## config.mk

```make
export PLATFORM = sky130hd
export DESIGN_NAME = cpf_queue
export DESIGN_NICKNAME = d
export VERILOG_FILES = /design/src/rtl/core/cpf_pkg.sv /design/src/rtl/core/cpf_queue.sv
export SDC_FILE = /design/constraint.sdc
export NUM_CORES = 1
export LEC_CHECK = 0
export BUFFER_PORTS_ARGS = -buffer_cell sky130_fd_sc_hd__buf_2
export CORE_ASPECT_RATIO = 1.1
export CORE_MARGIN = 2
export CORE_UTILIZATION = 46
export CTS_BUF_LIST = sky130_fd_sc_hd__clkbuf_4 sky130_fd_sc_hd__clkbuf_8 sky130_fd_sc_hd__clkbuf_16
export DETAILED_ROUTE_END_ITERATION = 12
export HOLD_SLACK_MARGIN = 0.12
export PLACE_DENSITY = 0.74
export RECOVER_POWER = 100
export SLEW_MARGIN = 20
export SYNTH_ARGS = -nofsm -noshare
export SYNTH_HDL_FRONTEND = slang
export SYNTH_SLANG_ARGS = --single-unit
```

## constraint.sdc

```tcl
create_clock -name i_clk -period 3.6 [get_ports i_clk]
set_clock_uncertainty 0.15 [all_clocks]
set_input_delay 0.18 -clock i_clk [delete_from_list [all_inputs] [get_ports i_clk]]
set_output_delay 0.18 -clock i_clk [all_outputs]
set_load 0.1 [all_outputs]
```

## src/rtl/core/cpf_pkg.sv

```systemverilog
// cpf_pkg: shared types, constants and CRC-32 byte tables for the CRC forcing block.
// No dependencies; imported by every module under rtl/core.
package cpf_pkg;

    localparam int          C_POS_W     = 13;
    localparam int          C_CFG_IDX_W = 2;
    localparam logic [31:0] C_POLY      = 32'hEDB88320;
    localparam logic [31:0] C_ONES      = 32'hFFFFFFFF;
    localparam logic [31:0] C_TOP_BIT   = 32'h80000000;

    // register indexes on the configuration port
    localparam logic [C_CFG_IDX_W-1:0] C_REG_TARGET = 2'd0;
    localparam logic [C_CFG_IDX_W-1:0] C_REG_POS    = 2'd1;

    // status codes
    localparam logic [1:0] C_ST_OK      = 2'd0;
    localparam logic [1:0] C_ST_INVALID = 2'd1;
    localparam logic [1:0] C_ST_OVERCAP = 2'd2;

    // message descriptor handed from front to back
    typedef struct packed {
        logic [31:0]        target;
        logic [C_POS_W-1:0] position;
        logic               ovf;
    } t_job;

    typedef logic [31:0] t_tab [256];

    function automatic t_tab f_make_fwd();
        t_tab        tab;
        logic [31:0] c;
        for (int n = 0; n < 256; n++) begin
            c = 32'(n);
            for (int k = 0; k < 8; k++) begin
                c = c[0] ? (C_POLY ^ (c >> 1)) : (c >> 1);
            end
            tab[n] = c;
        end
        return tab;
    endfunction

    function automatic t_tab f_make_rev();
        t_tab        tab;
        logic [31:0] c;
        for (int n = 0; n < 256; n++) begin
            c = 32'(n) << 24;
            for (int k = 0; k < 8; k++) begin
                c = ((c & C_TOP_BIT) != 32'd0) ? (((c ^ C_POLY) << 1) | 32'd1) : (c << 1);
            end
            tab[n] = c;
        end
        return tab;
    endfunction

    localparam t_tab C_FWD_TAB = f_make_fwd();
    localparam t_tab C_REV_TAB = f_make_rev();

endpackage

```

## src/rtl/core/cpf_queue.sv

```systemverilog
// cpf_queue: two-entry descriptor queue between front and back, one per store bank.
// Depends on cpf_pkg.
module cpf_queue import cpf_pkg::*; #(
    parameter int LW = 13
) (
    input  logic          i_clk,
    input  logic          i_rst_n,
    input  logic          i_push,
    input  t_job          i_job,
    input  logic [LW-1:0] i_len,
    input  logic          i_pop,
    output logic          o_valid,
    output logic          o_full,
    output t_job          o_job,
    output logic [LW-1:0] o_len
);
    t_job          r_job [2];
    logic [LW-1:0] r_len [2];
    logic          r_wp, r_rp;
    logic [1:0]    r_cnt;

    assign o_valid = r_cnt != 2'd0;
    assign o_full  = r_cnt == 2'd2;
    assign o_job   = r_job[r_rp];
    assign o_len   = r_len[r_rp];

    always_ff @(posedge i_clk) begin
        if (i_push) begin
            r_job[r_wp] <= i_job;
            r_len[r_wp] <= i_len;
        end
    end

    always_ff @(posedge i_clk) begin
        if (!i_rst_n) begin
            r_wp  <= 1'b0;
            r_rp  <= 1'b0;
            r_cnt <= 2'd0;
        end else begin
            if (i_push) r_wp <= ~r_wp;
            if (i_pop)  r_rp <= ~r_rp;
            case ({i_push, i_pop})
                2'b10:   r_cnt <= r_cnt + 2'd1;
                2'b01:   r_cnt <= r_cnt - 2'd1;
                default: ;
            endcase
        end
    end

`ifndef SYNTHESIS
    a_no_overrun: assert property (@(posedge i_clk) disable iff (!i_rst_n)
        o_full |-> !i_push)
        else $error("push into full queue");
    a_no_underrun: assert property (@(posedge i_clk) disable iff (!i_rst_n)
        !o_valid |-> !i_pop)
        else $error("pop from empty queue");
`endif

endmodule

```

==> impl_metrics.csv <==
group,metric,value,unit
cts,clock_path_buffers,2,
grt,grt_usage,0.168,
floorplanning,rows,37,
floorplanning,die_area,0.0105,mm^2
grt,grt_max_degree,50,
timing,post-route-period-util,0.846,
synthesis,netlist.area_leader.share,0.792,
layout,final-seq-area,0.00364,mm^2
power_and_ir_drop,leakage,2.27,nW
detailed_routing,drt_iter0_markers,104,
cts,clk_latency,0.49,ns
floorplanning,initial_core_util,0.476,
timing,period_needed,3.05,ns
flow_run,drv_cap,0,
worst_hold_path,min_from,"i_job[26]",
layout,nFillCells,686,
grt,antenna_found_initial,0,
cts,clk_pin_slew,0.05,ns
cts,cts_tree,"yes",
detailed_routing,dr.pass1.iters,4,
critical_path,cp.required,3.27,ns
layout,final_cell_mix,"edfxtp_1, clkbuf_1, dlygate4sd3_1",
critical_path,slowest_delay,0.86,ns
floorplanning,pin_count,124,
synthesis,ys_top_cells_by_area,"edfxtp_1, mux2_2, dfxtp_1, and2_1, buf_2",
timing,finalHoldViolCount,0,
timing,slew_violations,0,
placed_design,dpl.hpwl,5060,um
worst_hold_path,hold_depth,2,
detailed_routing,via_per_inst,4.79,
synthesis,yosys.area.top_type,"edfxtp_1",
floorplanning,fp.dieH,107,um
critical_path,reg2reg_from,"r_wp",
grt,grt_pass1_wl,13400,um
detailed_routing,routed_wl,8400,um
synthesis,syn_area_per_cell,21.7,um^2
worst_hold_path,hold_end,"r_job[1][26]",
layout,insertedDiodeCount,0,
power_and_ir_drop,vdd_drop_max,0.457,mV
worst_hold_path,hold_path.class,"in -> reg",
layout,design_area,0.00635,mm^2
critical_path,worstReg2RegEnd,"r_wp",
synthesis,syn-instance-count,206,
critical_path,cp_max_fo,29,
timing,fmax,328,MHz
critical_path,path_cells,"buf_4 -> mux2_2 -> clkbuf_1",
detailed_routing,ant_nets,0,
layout,layout_commonest_cell,"edfxtp_1",
critical_path,end_kind,"primary output",
layout,syn_to_final_growth,41.9,%
synthesis,ys_types,18,
timing,setup_viol,0,
synthesis,syn-cell-area,0.00447,mm^2
cts,htreeDepth,4,
detailed_routing,routed-via-count,2578,
grt,grt_pass1_vias,2860,
timing,rsz0062_at_grt,"no",
detailed_routing,wl_per_cell,15.6,um
synthesis,syn_nets,270,
critical_path,start_kind,"register",
layout,multiInputGateArea,781,um^2
timing,finalSetupTns,0,ns
layout,nets,473,
power_and_ir_drop,powerDensity,661,mW/mm^2
detailed_routing,drcViolationCount,0,
timing,slew_headroom,0.213,
floorplanning,core_area,0.00940,mm^2
synthesis,yosysWarnings,0,
critical_path,path_buf_inv,2,
layout,finish.utilization,0.676,
critical_path,cp.arrival,2.72,ns
floorplanning,die_w,98.0,um
synthesis,synth-seq-area-share,0.814,
cts,clock-root-buffer,"clkbuf_8",
run_status,status,"finished, final reports clean",
timing,tightest_slew,1.19,ns
critical_path,r2r_slack,0.83,ns
grt,grt_overflow,0,
critical_path,critPathSlowestCell,"clkbuf_1",
layout,drive_above_1_share,0.333,
placed_design,gp_congestion,0.698,
cts,cts-buffers-inserted,17,
critical_path,cp_top_family,"buffers and inverters",
critical_path,worstSetupPathType,"reg -> out",
synthesis,synth-seq-cells,123,
placed_design,dpl-instance-area,0.00524,mm^2
critical_path,r2r_cells,4,
cts,cts.sinks,123,
placed_design,io_buffers,123,
==> metal layers <==
metal | GRT usage | routed length [um] | vias to the layer above
li1 | - | - | 1224
met1 | 0.185 | 3350 | 1260
met2 | 0.299 | 4480 | 86
met3 | 0.0643 | 498 | 8
met4 | 0.0536 | 75 | 0
met5 | 0 | 0 | -
==> worst register-to-register path, delay by kind of cell (launching register included) <==
kind / cells / cell delay (ns)
AOI/OAI and AO/OA: 1 / 0.24
DFF: 1 / 0.31
and+or+nand+nor: 1 / 0.79
buffers and inverters: 2 / 1.23
==> Yosys cell counts <==
cell type  count
xor2_1         1
buf_6          2
o21a_1         1
inv_1          1
a21boi_1       1
nor2b_1        1
xnor2_1        2
and2_1         4
mux2_2        59
or3_1          1
ha_1           1
o21ai_0        1
dfxtp_1        5
and2b_2        1
nor2_1         1
edfxtp_1     118
buf_2          5
or2_2          1
==> through the flow <==
stage          hold slack [ns]  worst slack [ns]  instances  power [mW]
2_1_floorplan            0.129             0.166        206        2.39
3_3_place_gp             0.218              1.43        444        2.51
3_5_place_dp             0.221              1.40        444        2.52
4_1_cts                  0.227             0.857        538        4.26
5_1_grt                  0.228             0.382        538        4.34
6_report                 0.262             0.554        538        4.20
==> sequential cells by signal, indices dropped and copies added, names as in the netlist, named ones only <==
register  count
r_job        92
r_rp          1
r_cnt         2
r_wp          1
r_len        26
==> worst max-delay path by stage <==
stage | cells after the start | start | to | slack [ns]
floorplan | 1 | r_wp | r_job[0][0] | 0.17
global placement | 3 | register | o_job[20] | 1.43
detailed placement | 3 | register | o_job[41] | 1.40
CTS | 3 | register | o_job[41] | 0.86
global route | 3 | register | o_job[14] | 0.38
finish | 3 | register | o_job[14] | 0.55
==> report_power, final <==
part | total, mW | switching, mW | leakage [nW] | internal, mW
combinational | 0.834 | 0.653 | 0.828 | 0.180
clock | 1.67 | 0.535 | 0.292 | 1.14
sequential | 1.69 | 0.0322 | 1.15 | 1.66
total | 4.20 | 1.22 | 2.27 | 2.97
==> cell type report <==
class                   instances  share of cell area
well taps                     117              0.0231
flip-flops and latches        123               0.574
inverters                       1            0.000591
multi-input cells              75               0.123
clock buffers                  21              0.0700
clock inverters                10              0.0235
repair buffers                191               0.186
==> logic make-up (layout without fill, tap and decap cells) <==
kind of cell / count (synthesis) / in the layout / synth area share
xor+xnor: 3 / 3 / 0.00587
fa+ha+maj: 1 / 1 / 0.00280
mux: 59 / 59 / 0.148
compound gates: 3 / 3 / 0.00447
buf+inv: 8 / 223 / 0.0115
flops: 123 / 123 / 0.814
simple gates: 9 / 9 / 0.0126
==> repair_timing <==
item	4_1_cts	5_1_grt
hold endpoints to repair	134	0
buffers inserted	0	0
setup endpoints to repair	0	0
gates resized for setup	0	0
hold buffers	63	0
No activity file was read; power rests on OpenSTA's default activity.
