[config.mk]
export PLATFORM = sky130hd
export DESIGN_NAME = cpf_front
export DESIGN_NICKNAME = d
export VERILOG_FILES = /design/src/rtl/core/cpf_pkg.sv /design/src/rtl/core/cpf_front.sv
export SDC_FILE = /design/constraint.sdc
export NUM_CORES = 1
export LEC_CHECK = 0
export BUFFER_PORTS_ARGS = -buffer_cell sky130_fd_sc_hd__buf_2
export CELL_PAD_IN_SITES_DETAIL_PLACEMENT = 0
export CELL_PAD_IN_SITES_GLOBAL_PLACEMENT = 1
export CORE_MARGIN = 2
export CORE_UTILIZATION = 32
export DETAILED_ROUTE_END_ITERATION = 10
export PLACE_DENSITY = 0.8
export SETUP_SLACK_MARGIN = 0.4
export SKIP_CTS_REPAIR_TIMING = 1
export SYNTH_ARGS = -nofsm -noshare
export SYNTH_HDL_FRONTEND = slang
export SYNTH_SLANG_ARGS = --single-unit
[constraint.sdc]
create_clock -name i_clk -period 1.7 [get_ports i_clk]
set_input_delay 0.255 -clock i_clk [delete_from_list [all_inputs] [get_ports i_clk]]
set_output_delay 0.255 -clock i_clk [all_outputs]
set_load 0.01 [all_outputs]
[src/rtl/core/cpf_pkg.sv]
// cpf_pkg: shared types, constants and CRC-32 byte tables for the CRC forcing block.
// No dependencies; imported by every module under rtl/core.
package cpf_pkg;

    localparam int          C_POS_W     = 13;
    localparam int          C_CFG_IDX_W = 2;
    localparam logic [31:0] C_POLY      = 32'hEDB88320;
    localparam logic [31:0] C_ONES      = 32'hFFFFFFFF;
    localparam logic [31:0] C_TOP_BIT   = 32'h80000000;

    // register indexes on the configuration port
    localparam logic [C_CFG_IDX_W-1:0] C_REG_TARGET = 2'd0;
    localparam logic [C_CFG_IDX_W-1:0] C_REG_POS    = 2'd1;

    // status codes
    localparam logic [1:0] C_ST_OK      = 2'd0;
    localparam logic [1:0] C_ST_INVALID = 2'd1;
    localparam logic [1:0] C_ST_OVERCAP = 2'd2;

    // message descriptor handed from front to back
    typedef struct packed {
        logic [31:0]        target;
        logic [C_POS_W-1:0] position;
        logic               ovf;
    } t_job;

    typedef logic [31:0] t_tab [256];

    function automatic t_tab f_make_fwd();
        t_tab        tab;
        logic [31:0] c;
        for (int n = 0; n < 256; n++) begin
            c = 32'(n);
            for (int k = 0; k < 8; k++) begin
                c = c[0] ? (C_POLY ^ (c >> 1)) : (c >> 1);
            end
            tab[n] = c;
        end
        return tab;
    endfunction

    function automatic t_tab f_make_rev();
        t_tab        tab;
        logic [31:0] c;
        for (int n = 0; n < 256; n++) begin
            c = 32'(n) << 24;
            for (int k = 0; k < 8; k++) begin
                c = ((c & C_TOP_BIT) != 32'd0) ? (((c ^ C_POLY) << 1) | 32'd1) : (c << 1);
            end
            tab[n] = c;
        end
        return tab;
    endfunction

    localparam t_tab C_FWD_TAB = f_make_fwd();
    localparam t_tab C_REV_TAB = f_make_rev();

endpackage

[src/rtl/core/cpf_front.sv]
// cpf_front: byte intake, length/overflow tracking, config registers, store write port.
// Depends on cpf_pkg; feeds cpf_queue and the store inside cpf_back.
module cpf_front import cpf_pkg::*; #(
    parameter int MAX_LEN = 4096
) (
    input  logic                   i_clk,
    input  logic                   i_rst_n,
    input  logic                   i_start,
    input  logic [7:0]             i_data_byte,
    input  logic                   i_last_byte,
    input  logic                   i_cfg_we,
    input  logic [C_CFG_IDX_W-1:0] i_cfg_idx,
    input  logic [31:0]            i_cfg_wdata,
    input  logic                   i_full,
    output logic                   o_busy,
    output logic                   o_wr_en,
    output logic                   o_wr_bank,
    output logic [$clog2(MAX_LEN)-1:0]   o_wr_addr,
    output logic [7:0]             o_wr_data,
    output logic                   o_push,
    output t_job                   o_job,
    output logic [$clog2(MAX_LEN+1)-1:0] o_len
);
    localparam int AW = $clog2(MAX_LEN);
    localparam int LW = $clog2(MAX_LEN+1);

    logic [LW-1:0]      r_count, n_len;
    logic               r_ovf;
    logic               r_bank;
    logic [31:0]        r_target;
    logic [C_POS_W-1:0] r_position;
    logic               accept, room;

    assign o_busy = i_full | ~i_rst_n;
    assign accept = i_start & ~o_busy;
    assign room   = r_count < LW'(MAX_LEN);
    assign n_len  = room ? r_count + LW'(1) : r_count;

    assign o_wr_en   = accept & room;
    assign o_wr_bank = r_bank;
    assign o_wr_addr = r_count[AW-1:0];
    assign o_wr_data = i_data_byte;

    assign o_push       = accept & i_last_byte;
    assign o_job.target   = r_target;
    assign o_job.position = r_position;
    assign o_job.ovf      = r_ovf | ~room;
    assign o_len          = n_len;

    always_ff @(posedge i_clk) begin
        if (!i_rst_n) begin
            r_count    <= '0;
            r_ovf      <= 1'b0;
            r_bank     <= 1'b0;
            r_target   <= '0;
            r_position <= '0;
        end else begin
            if (i_cfg_we) begin
                case (i_cfg_idx)
                    C_REG_TARGET: r_target   <= i_cfg_wdata;
                    C_REG_POS:    r_position <= i_cfg_wdata[C_POS_W-1:0];
                    default:      ;
                endcase
            end
            if (accept) begin
                if (i_last_byte) begin
                    r_count <= '0;
                    r_ovf   <= 1'b0;
                    r_bank  <= ~r_bank;
                end else begin
                    r_count <= n_len;
                    r_ovf   <= r_ovf | ~room;
                end
            end
        end
    end

`ifndef SYNTHESIS
    a_count_range: assert property (@(posedge i_clk) disable iff (!i_rst_n)
        r_count <= LW'(MAX_LEN))
        else $error("byte count beyond capacity");
`endif

endmodule

==> results of run 1 <==
## path summary, 6_finish.rpt
| path | cells after the start | to | slack (ns) |
|---|---|---|---|
| worst max register to register | 7 | r_count[8] | 0 |
| worst min-delay path | 3 | r_target[26] | 0.16 |
| worst max-delay path | 5 | o_len[11] | -0.21 |
| worst min register to register | 2 | r_target[20] | 0.45 |
## sequential cells by signal, summed over array words and instances, names as in the netlist
register,cells
o_wr_bank,1
r_count,13
r_position,13
r_target,32
r_ovf,1
## power groups by stage
stage	Sequential, W	Clock, W	Combinational (W)
final	0.00146	0.00119	0.000280
after global routing	0.00146	0.00130	0.000314
after CTS	0.00146	0.00124	0.000273
after detailed placement	0.00149	0	0.000272
after global placement	0.00149	0	0.000269
after floorplan	0.00151	0	0.000139
## cell families after synthesis
family,share of synthesized area
XOR/XNOR,0.03918
AO/OA/AOI/OAI,0.1283
multiplexers,0.01959
AND/OR/NAND/NOR,0.2607
adder cells (fa/ha/maj),0.004663
buffers and inverters,0.09981
flip-flops,0.4478
## placed cells by master, fill, tap and decap left out, types with 3 or more instances in the layout
cell type,instances
nand2b_1,3
xnor2_2,4
dfxtp_1,50
dfxtp_2,8
nor2_1,4
buf_6,8
a31oi_1,5
a22oi_1,3
o21ai_0,4
nand3b_1,4
a21oi_1,50
clkbuf_8,12
xor2_1,4
nand4_1,3
nor2_4,3
xor2_2,3
nand2_1,100
buf_2,113
nand3_1,4
mux2i_1,3
buf_4,26
## layout make-up
type	count	area share
flip-flops and latches	60	0.3232
clock buffers	13	0.04479
well taps	105	0.03484
multi-input cells	230	0.3636
clock inverters	3	0.004977
repair buffers	147	0.2256
inverters	3	0.002986
## metal layers
layer  routed length [µm]  global-route usage  part of all wire  vias up
met2                 3458              0.2564              0.47       94
li1                     -                   -                 -     1322
met5                    0                   0                 0        -
met4                   76             0.05119             0.010        0
met1                 3235              0.2036              0.44     1173
met3                  573             0.06403             0.078        9
## worst max-delay path, delay by kind of cell (launching register included)
kind / cells / cell delay, ns
xor+xnor: 1 / 0.13
buf+inv: 1 / 0.13
flops: 1 / 0.38
simple gates: 3 / 0.68
## per-stage QoR
step	setup slack [ns]	total power, W
after detailed placement	0.1076	0.001765
after floorplan	0.06410	0.001650
after global routing	-0.2975	0.003081
after CTS	-0.2765	0.002975
after global placement	0.1072	0.001761
final	-0.2064	0.002933
==> results.rst, run 1 <==
.. list-table::
   :header-rows: 1

   * - Metric
     - Value
   * - Result of the run
     - finished, violations left
   * - Violations in the final reports
     - negative setup slack
   * - Cells after synthesis
     - 334
   * - Worst-case clock buffer depth
     - 2
   * - RSZ-0062 raised after global routing
     - true
   * - Final hold violation count
     - 0
   * - Overall fraction of global-route tracks in use
     - 0.1626
   * - Die Y
     - 95.56 µm
   * - Distinct cells, synth
     - 42
   * - First-pass DRT Iterations
     - 4
   * - Async set-or-reset flop fraction in the synthesized netlist
     - 0
   * - Global-route wire length before repair
     - 11.56 mm
   * - Core occupancy in the finished layout
     - 0.4613
   * - Clock share of power
     - 0.407
   * - Clock tree from TritonCTS
     - yes
   * - Stage delay of the slowest cell on the critical path
     - 0.38 ns
   * - Mapped cell area
     - 2683 µm²
   * - Clock tree root buffer cell
     - clkbuf_8
   * - Post-route clock skew
     - 0.009494 ns
   * - Startpoint of the worst setup timing path
     - r_count[0]
   * - Sequential share of the synthesized area
     - 0.4478
   * - Net switching fraction of the power
     - 0.2473
   * - Min-delay worst type
     - primary input to flop
   * - Worst-Margin Slew
     - 0.5278 ns
   * - Final-report max-slew violation count
     - 0
   * - Worst hold-check slack
     - 0.1570 ns
   * - Post-route setup TNS
     - -1.191 ns
   * - Slowest cell on the critical path
     - dfxtp_4
   * - Category of the worst setup path launch point
     - flop
   * - Most repeated cell in the gate-level netlist after synthesis
     - nand2_1
   * - Number of remaining DRC errors
     - 0
   * - Reg area
     - 1219 µm²
   * - Sum of routed wire length over all layers
     - 7.343 mm
   * - Leakage power
     - 1.736 nW
   * - Total grt overflow
     - 0
   * - Iter 0 DRT Violations
     - 80
   * - Clock edge transition at the registers on the reported setup and hold paths
     - 0.07 ns
   * - Maximum clock frequency
     - 0.5245 GHz
   * - Count of warnings emitted by yosys
     - 0
   * - Final Cell Area
     - 3771 µm²
   * - Number of nets produced by synthesis
     - 383
   * - Cell accounting for the most synthesized area
     - dfxtp_1
   * - Number of global-route vias before repair
     - 2,384
   * - Effective utilization at floorplan
     - 0.3281
   * - Critical hold path startpoint
     - i_cfg_wdata[26]
   * - Maximum VDD drop
     - 0.4290 mV
   * - Cell Pwr Density
     - 777.9 nW/µm²
   * - Area share of the largest cell type after synthesis
     - 0.4478
   * - Layout cells sized above 1
     - 0.4518
   * - Number of standard cells in the final layout excluding fillers
     - 561
   * - Clock latency reported for the late side of the worst-skew pair
     - 0.33 ns
   * - Via count
     - 2,598
   * - Layout-stage area growth over the synthesis result
     - 40.58%
   * - Cell area after placement
     - 3401 µm²
   * - Fill cell count
     - 849
   * - Number of antenna violations at the first check in global routing
     - 0
   * - Fin worst setup slack
     - -0.2064 ns
   * - RD Place Congestion
     - 0.8409
   * - Sw power
     - 0.0007256 W
   * - Part of the power in registers
     - 0.498
   * - Largest cells by area after synthesis
     - dfxtp_1 (45%), nand2_1 (14%), a21oi_1 (9.5%), buf_4 (5.6%), xor2_1 (2.3%)
   * - Relative contribution of combinational cells to total power
     - 0.095
   * - Kind of capture point of the worst setup path
     - output pin
   * - Area of the die
     - 9132 µm²
   * - Total core area
     - 8175 µm²
   * - Final antenna diode count
     - 0
   * - Main synth FF type
     - dfxtp_1
   * - Post-route minimum period
     - 1.906 ns
   * - Number of violations of the max-capacitance limit
     - 0
   * - Top cells by instance count after synthesis
     - nand2_1 (101), dfxtp_1 (60), a21oi_1 (51), buf_4 (20), clkbuf_1 (14)
   * - Number of flops mapped to enable cells by yosys
     - 0
   * - Worst r2r src
     - r_count[0]
   * - Placement row count
     - 33
   * - Post-detailed-route count of antenna-violating nets
     - 0
   * - Routed via count divided by cell count
     - 4.631
   * - DP Cell Count
     - 534
   * - Routed length per placed instance
     - 13.09 µm
   * - Overall die width
     - 95.56 µm
   * - Ordered list of cells on the worst path
     - and4b_2 > nand2_4 > or3_4 > xnor2_2 > buf_2
   * - Number of clock sinks
     - 60
   * - Slew Limit Headroom
     - 0.6471
   * - Clock H-tree levels
     - 3
   * - Number of buffers added by the clock tree synthesis step
     - 9
   * - Maximum net fanout on the critical path
     - 5
   * - Post-layout net count
     - 500
   * - Number of placed I/O pins
     - 131
   * - Class of the most critical setup path
     - flop to output pin
   * - Part of the cycle the worst path needs
     - 1.121
   * - Internal
     - 0.002208 W
   * - Half-perimeter wire length of the detailed placement result
     - 5.341 mm
   * - CP Data Required Time
     - 1.44 ns
   * - Final-report setup violation count
     - 11
   * - Footprint of the multi-input gates
     - 1371 µm²
   * - Flop and latch count out of synthesis
     - 60
   * - Synthesized area per cell
     - 8.032 µm²
   * - Largest net degree at the start of global routing
     - 23
   * - Number of input and output port buffers inserted
     - 114
   * - CP arrival
     - 1.65 ns
Power figures use the tool's default switching activity.
==> run 2, diff against run 1 <==
- CORE_MARGIN: 2 -> not set
==> run 2 against run 1 <==
The flow still finishes with violations (negative setup slack). Sequential share of layout area down 0.11 points. Combinational power about the same. Clock-buffer cell count is 4 lower. Wire length fell by 4.5%. Sequential power about the same. Via count decreased by 0.89%. Fmax is 1.4% lower. Register-to-register slack better by 0.15 ns. First-iteration DRC count fell by 15%. Flip-flop and latch count did not move. Cell area rose by 0.33%. Setup slack got worse by 0.027 ns. Largest cell class unchanged.
==> results.rst, run 2 (synthesis gave the netlist of run 1 again) <==
.. list-table::
   :header-rows: 1

   * - Metric
     - Value
   * - Result of the run
     - finished, violations left
   * - Violations in the final reports
     - negative setup slack
   * - Most common cell after layout, fill and taps aside
     - buf_2
   * - Final hold violation count
     - 0
   * - RSZ-0062 raised after global routing
     - true
   * - Worst-Margin Slew
     - 0.4918 ns
   * - Cell area after placement
     - 3386 µm²
   * - Post-route minimum period
     - 1.933 ns
   * - Post-layout net count
     - 495
   * - RD Place Congestion
     - 0.8182
   * - Number of standard cells in the final layout excluding fillers
     - 556
   * - Startpoint of the worst setup timing path
     - r_count[5]
   * - Max FFs per register
     - 32
   * - Global-route wire length before repair
     - 10.84 mm
   * - Total core area
     - 8175 µm²
   * - Category of the worst setup path launch point
     - flop
   * - Post-route clock skew
     - 0.001897 ns
   * - Post-detailed-route count of antenna-violating nets
     - 0
   * - Placement row count
     - 33
   * - Largest net degree at the start of global routing
     - 33
   * - Clock edge transition at the registers on the reported setup and hold paths
     - 0.08 ns
   * - Reg area
     - 1219 µm²
   * - CP Data Required Time
     - 1.44 ns
   * - Slowest cell on the critical path
     - dfxtp_2
   * - Number of remaining DRC errors
     - 0
   * - Ordered list of cells on the worst path
     - and3_4 > nand2_4 > or3_4 > xnor2_2 > buf_2
   * - Final Cell Area
     - 3784 µm²
   * - Layout cells sized above 1
     - 0.4479
   * - Half-perimeter wire length of the detailed placement result
     - 5.024 mm
   * - Worst r2r src
     - r_count[1]
   * - Reg-to-reg setup timing slack
     - 0.15 ns
   * - Final-report max-slew violation count
     - 0
   * - First-pass DRT Iterations
     - 4
   * - Number of buffers added by the clock tree synthesis step
     - 9
   * - Leakage power
     - 1.730 nW
   * - Iter 0 DRT Violations
     - 68
   * - Routed via count divided by cell count
     - 4.631
   * - Number of global-route vias before repair
     - 2,343
   * - DP Cell Count
     - 532
   * - Pre-CTS setup slack
     - 0.09111 ns
   * - Class of the most critical setup path
     - flop to output pin
   * - Clock latency reported for the late side of the worst-skew pair
     - 0.33 ns
   * - Cell Pwr Density
     - 875.7 nW/µm²
   * - Biggest registers after layout
     - r_target (32), r_count (13), r_position (13)
   * - Maximum net fanout on the critical path
     - 6
   * - Kind of capture point of the worst setup path
     - output pin
   * - Footprint of the multi-input gates
     - 1361 µm²
   * - Commonest non-fill, non-tap cells in the layout
     - buf_2 (112), nand2_1 (100), a21oi_1 (50), dfxtp_1 (50), buf_4 (23)
   * - Routed length per placed instance
     - 12.61 µm
   * - Slew Limit Headroom
     - 0.6722
   * - Layout-stage area growth over the synthesis result
     - 41.04%
   * - Effective utilization at floorplan
     - 0.3281
   * - Part of the cycle the worst path needs
     - 1.137
   * - Number of clock sinks
     - 60
   * - Clock tree from TritonCTS
     - yes
   * - Number of violations of the max-capacitance limit
     - 0
   * - Clock tree root buffer cell
     - clkbuf_8
   * - Register with the most flip-flops
     - r_target
   * - Total power consumption of the routed design
     - 0.003313 W
   * - Die Y
     - 93.56 µm
   * - Fin worst setup slack
     - -0.2329 ns
   * - Number of antenna violations at the first check in global routing
     - 0
   * - Overall die width
     - 93.56 µm
   * - Total grt overflow
     - 0
   * - Worst hold-check slack
     - 0.1536 ns
   * - Area of the die
     - 8753 µm²
   * - Sum of routed wire length over all layers
     - 7.010 mm
   * - Via count
     - 2,575
   * - Worst-case clock buffer depth
     - 2
   * - Critical hold path startpoint
     - i_cfg_wdata[21]
   * - Number of input and output port buffers inserted
     - 114
   * - Fill cell count
     - 848
   * - Overall fraction of global-route tracks in use
     - 0.1604
   * - Maximum VDD drop
     - 0.7572 mV
   * - Min-delay worst type
     - primary input to flop
   * - Number of placed I/O pins
     - 131
   * - Stage delay of the slowest cell on the critical path
     - 0.39 ns
   * - Maximum clock frequency
     - 0.5174 GHz
   * - Final-report setup violation count
     - 10
   * - Clock H-tree levels
     - 3
   * - CP arrival
     - 1.68 ns
   * - Final antenna diode count
     - 0
run 2: final timing paths:
kind,endpoint,cells past startpoint
worst min register to register,r_position[1],2
worst max register to register,r_count[8],5
worst max-delay path,o_len[11],5
worst min-delay path,r_target[21],3
run 2: report_power, final:
part / internal (W) / total, W / switching (W)
sequential: 0.00144 / 0.00146 / 0.0000190
combinational: 0.000119 / 0.000279 / 0.000160
clock: 0.000982 / 0.00158 / 0.000594
run 2: area by class of cell:
type,instances,area share
clock buffer,9,0.03274
clock inverter,7,0.03208
inverter,3,0.003968
multi-input combinational,230,0.3598
sequential,60,0.3221
tap,105,0.03472
timing repair buffer,142,0.2146
run 2: worst max-delay path, delay by kind of cell (launching register included):
| kind | cells | cell delay (ns) |
|---|---|---|
| simple gates | 3 | 0.68 |
| buf+inv | 1 | 0.14 |
| xor+xnor | 1 | 0.15 |
| flops | 1 | 0.39 |
run 2: stage by stage:
| step | util | setup TNS (ns) |
|---|---|---|
| finish | 0.4628 | -1.366 |
| global route | 0.4628 | -2.305 |
| CTS | 0.4441 | -1.684 |
| detailed placement | 0.4141 | 0 |
| global placement | 0.4141 | 0 |
| floorplan | - | 0 |
run 2: layer usage:
metal,GRT usage,vias up,wire length [µm]
li1,-,1311,-
met1,0.1962,1181,3113
met2,0.2537,75,3369
met3,0.07154,8,486
met4,0.04487,0,41
met5,0,-,0
